`src/hdl/b64sd_pkg.sv`:
```
package b64sd_pkg;

  // field widths
  localparam int unsigned CharW   = 8;
  localparam int unsigned ByteW   = 8;
  localparam int unsigned CountW  = 16;
  localparam int unsigned AccW    = 12;
  localparam int unsigned SextetW = 6;
  localparam int unsigned PendW   = 3;

  // configuration port
  localparam int unsigned ApbAddrW = 3;
  localparam int unsigned ApbDataW = 32;

  // register word indexes
  typedef enum logic [0:0] {
    RegOutLimit = 1'b0
  } reg_idx_e;

  localparam logic [CountW-1:0] OutLimitReset = 16'hFFFF;

  // alphabet decode: valid flag and sextet value
  typedef struct packed {
    logic               ok;
    logic [SextetW-1:0] value;
  } sextet_t;

  function automatic sextet_t b64_decode(input logic [CharW-1:0] c);
    sextet_t r;
    r.ok    = 1'b1;
    r.value = '0;
    if (c >= 8'h41 && c <= 8'h5A) begin
      r.value = SextetW'(c - 8'h41);
    end else if (c >= 8'h61 && c <= 8'h7A) begin
      r.value = SextetW'(c - 8'h61 + 8'd26);
    end else if (c >= 8'h30 && c <= 8'h39) begin
      r.value = SextetW'(c - 8'h30 + 8'd52);
    end else if (c == 8'h2B) begin
      r.value = SextetW'(62);
    end else if (c == 8'h2F) begin
      r.value = SextetW'(63);
    end else begin
      r.ok = 1'b0;
    end
    return r;
  endfunction

  // space, tab, lf, vt, ff, cr
  function automatic logic is_white(input logic [CharW-1:0] c);
    return (c == 8'h20) || (c >= 8'h09 && c <= 8'h0D);
  endfunction

endpackage

```
`src/hdl/b64sd_if.sv`:
```
interface b64sd_in_if;
  import b64sd_pkg::*;

  logic             valid;
  logic             ready;
  logic [CharW-1:0] char_code;
  logic             last_in_block;

  modport source (output valid, output char_code, output last_in_block, input ready);
  modport sink   (input valid, input char_code, input last_in_block, output ready);
endinterface

interface b64sd_out_if;
  import b64sd_pkg::*;

  logic              valid;
  logic              ready;
  logic [ByteW-1:0]  data_byte;
  logic              byte_valid;
  logic              block_end;
  logic [CountW-1:0] byte_count;

  modport source (output valid, output data_byte, output byte_valid, output block_end,
                  output byte_count, input ready);
  modport sink   (input valid, input data_byte, input byte_valid, input block_end,
                  input byte_count, output ready);
endinterface

```
`src/hdl/base64_stream_decoder.sv`:
```
// channel   dir  payload                                        handshake
// in_i      in   char_code[7:0], last_in_block                  valid/ready
// out_o     out  data_byte[7:0], byte_valid, block_end,         valid/ready
//                byte_count[15:0]
// apb       in   out_limit at byte address 0                    psel/penable, pready high
//
// one character per cycle sustained while out_o is not stalled; each character
// is registered in the input register and then decoded into the result
// register, from which its result is offered.
// reset clears the decode state and sets out_limit to 65535; no clearing pass.
// a stall on out_o holds the result register, then the input register, then
// drops in_i.ready; whitespace and dropped bytes yield a word only at a block end.
module base64_stream_decoder (
  input  logic                           clk_i,
  input  logic                           rst_ni,
  b64sd_in_if.sink                       in_i,
  b64sd_out_if.source                    out_o,
  input  logic                           psel,
  input  logic                           penable,
  input  logic                           pwrite,
  input  logic [b64sd_pkg::ApbAddrW-1:0] paddr,
  input  logic [b64sd_pkg::ApbDataW-1:0] pwdata,
  output logic [b64sd_pkg::ApbDataW-1:0] prdata,
  output logic                           pready
);
  import b64sd_pkg::*;

  // configuration register
  logic [CountW-1:0] out_limit_q;
  logic              reg_hit;

  assign pready  = 1'b1;
  assign reg_hit = (reg_idx_e'(paddr[2]) == RegOutLimit);

  always_ff @(posedge clk_i or negedge rst_ni) begin
    if (!rst_ni) begin
      out_limit_q <= OutLimitReset;
    end else if (psel && penable && pwrite && reg_hit) begin
      out_limit_q <= pwdata[CountW-1:0];
    end
  end

  assign prdata = reg_hit ? ApbDataW'(out_limit_q) : '0;

  // input register
  logic             in_valid_q;
  logic [CharW-1:0] char_q;
  logic             last_q;
  logic             advance;

  assign in_i.ready = !in_valid_q || advance;

  always_ff @(posedge clk_i or negedge rst_ni) begin
    if (!rst_ni) begin
      in_valid_q <= 1'b0;
    end else if (in_i.ready) begin
      in_valid_q <= in_i.valid;
    end
  end

  always_ff @(posedge clk_i) begin
    if (in_i.ready && in_i.valid) begin
      char_q <= in_i.char_code;
      last_q <= in_i.last_in_block;
    end
  end

  // decode state
  logic [AccW-1:0]   acc_q,     acc_d;
  logic [PendW-1:0]  pend_q,    pend_d;
  logic              halted_q,  halted_d;
  logic [CountW-1:0] emitted_q, emitted_d;

  // decode step
  sextet_t          sx;
  logic             consume;
  logic [PendW:0]   bits;
  logic [AccW-1:0]  acc_new;
  logic             have_byte;
  logic [ByteW-1:0] byte_val;
  logic             has_result;

  always_comb begin
    sx        = b64_decode(char_q);
    consume   = !halted_q && !is_white(char_q);
    acc_new   = {acc_q[AccW-SextetW-1:0], sx.value};
    bits      = {1'b0, pend_q} + (PendW+1)'(SextetW);
    have_byte = 1'b0;
    byte_val  = '0;
    acc_d     = acc_q;
    pend_d    = pend_q;
    halted_d  = halted_q;
    emitted_d = emitted_q;
    if (consume) begin
      if (!sx.ok) begin
        halted_d = 1'b1;
      end else begin
        acc_d = acc_new;
        if (bits >= (PendW+1)'(ByteW)) begin
          bits = bits - (PendW+1)'(ByteW);
          if (emitted_q < out_limit_q) begin
            byte_val  = ByteW'(acc_new >> bits);
            emitted_d = emitted_q + CountW'(1);
            have_byte = 1'b1;
          end
        end
        pend_d = bits[PendW-1:0];
      end
    end
    has_result = have_byte || last_q;
  end

  // result register
  logic              out_valid_q;
  logic [ByteW-1:0]  data_q;
  logic              bvalid_q;
  logic              bend_q;
  logic [CountW-1:0] count_q;

  assign advance = in_valid_q && (!out_valid_q || out_o.ready);

  always_ff @(posedge clk_i or negedge rst_ni) begin
    if (!rst_ni) begin
      out_valid_q <= 1'b0;
      acc_q       <= '0;
      pend_q      <= '0;
      halted_q    <= 1'b0;
      emitted_q   <= '0;
    end else begin
      if (advance) begin
        out_valid_q <= has_result;
      end else if (out_o.ready) begin
        out_valid_q <= 1'b0;
      end
      if (advance) begin
        if (last_q) begin
          acc_q     <= '0;
          pend_q    <= '0;
          halted_q  <= 1'b0;
          emitted_q <= '0;
        end else begin
          acc_q     <= acc_d;
          pend_q    <= pend_d;
          halted_q  <= halted_d;
          emitted_q <= emitted_d;
        end
      end
    end
  end

  always_ff @(posedge clk_i) begin
    if (advance && has_result) begin
      data_q   <= byte_val;
      bvalid_q <= have_byte;
      bend_q   <= last_q;
      count_q  <= emitted_d;
    end
  end

  assign out_o.valid      = out_valid_q;
  assign out_o.data_byte  = data_q;
  assign out_o.byte_valid = bvalid_q;
  assign out_o.block_end  = bend_q;
  assign out_o.byte_count = count_q;

endmodule

```
`src/flat_wrapper.sv`:
```
// flat-port wrapper written by rule: the top's interface ports become plain ports
module base64_stream_decoder_flat import b64sd_pkg::*;
  (clk_i, rst_ni, psel, penable, pwrite, paddr, pwdata, prdata, pready, in_i_valid, in_i_char_code, in_i_last_in_block, in_i_ready, out_o_valid, out_o_data_byte, out_o_byte_valid, out_o_block_end, out_o_byte_count, out_o_ready);
  b64sd_in_if in_i_i ();
  b64sd_out_if out_o_i ();
  input  logic clk_i;
  input  logic rst_ni;
  input  logic psel;
  input  logic penable;
  input  logic pwrite;
  input  logic [b64sd_pkg::ApbAddrW-1:0] paddr;
  input  logic [b64sd_pkg::ApbDataW-1:0] pwdata;
  output logic [b64sd_pkg::ApbDataW-1:0] prdata;
  output logic pready;
  input wire logic [$bits(in_i_i.valid)-1:0] in_i_valid;
  input wire logic [$bits(in_i_i.char_code)-1:0] in_i_char_code;
  input wire logic [$bits(in_i_i.last_in_block)-1:0] in_i_last_in_block;
  output wire logic [$bits(in_i_i.ready)-1:0] in_i_ready;
  output wire logic [$bits(out_o_i.valid)-1:0] out_o_valid;
  output wire logic [$bits(out_o_i.data_byte)-1:0] out_o_data_byte;
  output wire logic [$bits(out_o_i.byte_valid)-1:0] out_o_byte_valid;
  output wire logic [$bits(out_o_i.block_end)-1:0] out_o_block_end;
  output wire logic [$bits(out_o_i.byte_count)-1:0] out_o_byte_count;
  input wire logic [$bits(out_o_i.ready)-1:0] out_o_ready;
  assign in_i_i.valid = in_i_valid;
  assign in_i_i.char_code = in_i_char_code;
  assign in_i_i.last_in_block = in_i_last_in_block;
  assign in_i_ready = in_i_i.ready;
  assign out_o_valid = out_o_i.valid;
  assign out_o_data_byte = out_o_i.data_byte;
  assign out_o_byte_valid = out_o_i.byte_valid;
  assign out_o_block_end = out_o_i.block_end;
  assign out_o_byte_count = out_o_i.byte_count;
  assign out_o_i.ready = out_o_ready;
  base64_stream_decoder u_core (.clk_i(clk_i), .rst_ni(rst_ni), .in_i(in_i_i), .out_o(out_o_i), .psel(psel), .penable(penable), .pwrite(pwrite), .paddr(paddr), .pwdata(pwdata), .prdata(prdata), .pready(pready));
endmodule
```
`config.mk`:
```
export PLATFORM = sky130hd
export DESIGN_NAME = base64_stream_decoder_flat
export DESIGN_NICKNAME = d
export VERILOG_FILES = /design/src/hdl/b64sd_pkg.sv /design/src/hdl/b64sd_if.sv /design/src/hdl/base64_stream_decoder.sv /design/src/flat_wrapper.sv
export SDC_FILE = /design/constraint.sdc
export NUM_CORES = 1
export LEC_CHECK = 0
export BUFFER_PORTS_ARGS = -buffer_cell sky130_fd_sc_hd__buf_2
export CAP_MARGIN = 25
export CORE_ASPECT_RATIO = 0.5
export CORE_MARGIN = 4
export CORE_UTILIZATION = 32
export CTS_BUF_LIST = sky130_fd_sc_hd__clkbuf_16
export DETAILED_ROUTE_END_ITERATION = 10
export GPL_TIMING_DRIVEN = 1
export PLACE_DENSITY = 0.59
export SKIP_CTS_REPAIR_TIMING = 1
export SYNTH_ARGS = -nofsm -noshare
export SYNTH_HDL_FRONTEND = slang
export SYNTH_SLANG_ARGS = --single-unit
```
`constraint.sdc`:
```
create_clock -name clk_i -period 8.5 [get_ports clk_i]
set_input_delay 1.7 -clock clk_i [delete_from_list [all_inputs] [get_ports clk_i]]
set_output_delay 1.7 -clock clk_i [all_outputs]
set_load 0.05 [all_outputs]
```
==> out/qor.csv <==
metric,value,unit
status,completed,
start_kind,register,
max_cap_viol_count,0,
synthCells,468,
grt_pass1_vias,3406,
grt_max_degree,44,
clkTransAtPathRegs,0.06,ns
numPortBuffers,76,
die_area,0.0167,mm²
power.total,1.27,mW
clock_sinks,78,
rsz0062_at_grt,false,
fin_nets,613,
synthTopCellsByArea,"edfxtp_1, dfrtp_1, dfstp_2",
final_hold_viol_count,0,
wl_per_cell,15.6,µm
drcViolationCount,0,
fill_cells,1392,
cp_data_arrival_time,4.37,ns
cts.path.max_buffers,2,
reg2reg_slack,4.17,ns
cts_htree_levels,3,
wl_met1,5.94,mm
gp_congestion,0.854,
syn_area,0.00468,mm²
cp.required,8.54,ns
endpoint_kind,register,
r2r-start,u_core.char_q[2],
drive_gt1_share,25.1,%
overflow,0,
max_slew_margin,43.4,%
synth_edf_count,35,
hp-class,register to register,
clk-insertion-delay-late,0.34,ns
setup_viol,0,
holdCritStartpoint,u_core.pend_q[2],
place_area,0.00513,mm²
syn_area_per_cell,10.0,µm²
highest_layer,met5,
fin_crit_sh,50.9,%
fp.dieH,93.5,µm
areaGrowthSynthToFinish,16.7,%
synth_flop_cell,edfxtp_1,
yosys.area.top_type_share,22.5,%
pwr_density_cell,233,mW/mm²
ys_ff_latch,78,
synthTopCellsByCount,"nand2_1, nor2_1, edfxtp_1, inv_1, dfrtp_1",
synth-seq-area-share,45.9,%
die_w,179,µm
ys_types,62,
async_flop_share,55.1,%
drt-initial-drc-count,254,
antennaDiodeCount,0,
via_per_inst,4.93,
wl_met3,887,µm
routed_wl,11.4,mm
place_hpwl,8.71,mm
cts_tree,done,
yosysWarningCount,0,
fin_skew,0.00700,ns
core.rowCount,30,
max_freq,231,MHz
wl_met2,4.47,mm
initial_core_util,33.6,%
worst_slew_pin_slew,0.844,ns
path_max_fanout,14,
worstRegToRegCells,11,
drt_first_pass_iters,4,
drtAntennaViolNets,0,
antenna_found_initial,1,
synth_area_leader_cell,edfxtp_1,
hold_depth,2,
tns,0,ns
fp.coreArea,0.0139,mm²
r2r-end,u_core.out_o.byte_count[4],
vdd_drop_max,0.000114,V
gr-usage-all-layers,14.0,%
yosysMostFrequentCell,nand2_1,
grt_pass1_wl,18.3,mm
cts_buffers,9,
period_minus_slack,4.33,ns
critPathKind,register to register,
drv_slew,0,
finalInstanceArea,0.00546,mm²
cellLeakagePower,2.40,nW
ctsRootBufferMaster,clkbuf_16,
vias,3617,
ioPinCount,112,
min_to,u_core.pend_q[2],
[where the power goes]
group / switching, mW / leakage, nW / total [mW] / internal, mW
combinational: 0.230 / 1.38 / 0.342 / 0.112
sequential: 0.0595 / 0.866 / 0.524 / 0.464
clock: 0.153 / 0.157 / 0.408 / 0.255
total: 0.443 / 2.40 / 1.27 / 0.832
[worst max path at each step]
| stage | start | end | slack [ns] |
|---|---|---|---|
| global placement | u_core.char_q[2] | u_core.out_o.byte_count[15] | 4.14 |
| detailed placement | u_core.char_q[2] | u_core.out_o.byte_count[6] | 4.29 |
| global route | u_core.char_q[2] | u_core.out_o.byte_count[6] | 3.84 |
| floorplan | paddr[2] | prdata[10] | 4.08 |
| CTS | u_core.char_q[2] | u_core.out_o.byte_count[10] | 4.28 |
| finish | u_core.char_q[2] | u_core.out_o.byte_count[4] | 4.17 |
[registers in the layout, indices dropped and copies added, names as in the netlist]
name                     cells
u_core.char_q                8
u_core.pend_q                2
u_core.halted_q              1
u_core.out_o.byte_valid      1
u_core.acc_q                 6
u_core.out_o.block_end       1
u_core.in_valid_q            1
u_core.out_o.valid           1
u_core.out_limit_q          16
u_core.out_o.byte_count     16
u_core.emitted_q            16
u_core.last_q                1
u_core.out_o.data_byte       8
[logic make-up (layout without fill, tap and decap cells)]
kind of cell | after synthesis | count (layout) | share of synthesized area (%)
flip-flops | 78 | 78 | 45.9
AO/OA/AOI/OAI | 94 | 94 | 13.4
multiplexers | 26 | 26 | 6.17
AND/OR/NAND/NOR | 157 | 157 | 16.3
buffers and inverters | 66 | 125 | 7.75
XOR/XNOR | 20 | 20 | 3.74
adder cells (fa/ha/maj) | 25 | 25 | 6.68
other | 2 | 17 | 0.160
[cell usage in the layout, fill, tap and decap left out, drive strengths merged, types with 3 or more instances in the layout]
cell     n
a211oi   5
a21o     5
a21oi   23
a22o     8
a31oi    4
and3     4
and4     5
buf     78
clkbuf   9
clkinv   4
conb    17
dfrtp   27
dfstp   16
edfxtp  35
ha      25
inv     31
mux2    20
mux2i    6
nand2   45
nand2b  10
nand3   15
nand4    3
nor2    44
nor2b    4
nor3    10
nor4     4
o21ai   26
o21bai   3
o41a     3
or4      3
xnor2   10
xor2    10
[final cells by class]
class                      instances  area [µm²]  share of cell area [%]
multi-input combinational        339        2230                    40.8
tap                              192         240                    4.40
inverter                          31         116                    2.13
timing repair buffer              78         415                    7.61
sequential                        78        2150                    39.3
clock buffer                       9         225                    4.12
clock inverter                     7        90.1                    1.65
[metrics by stage]
step | std cells | util, % | setup WS (ns) | hold WS [ns]
detailed placement | 717 | 36.8 | 4.29 | 0.480
floorplan | 483 | - | 4.08 | 0.450
finish | 734 | 39.2 | 4.17 | 0.484
global placement | 716 | 36.7 | 4.14 | 0.466
global route | 734 | 39.2 | 3.84 | 0.542
CTS | 733 | 39.1 | 4.28 | 0.492
[metal layers]
| metal | vias up | global-route usage (%) |
|---|---|---|
| met4 | 2 | 3.83 |
| met5 | - | 0 |
| met3 | 13 | 4.81 |
| met2 | 132 | 18.7 |
| li1 | 1766 | - |
| met1 | 1704 | 21.1 |
[critical path, stage by stage (launching register included)]
cell,delay (ns)
edfxtp_1,0.53
inv_1,0.18
ha_1,0.32
a21oi_1,0.17
a311oi_1,0.06
a311o_1,0.45
a211oi_1,0.57
nand2_1,0.42
clkinv_1,0.30
o21ai_0,0.22
inv_1,0.55
buf_8,0.25
(Power assumes the default switching activity.)
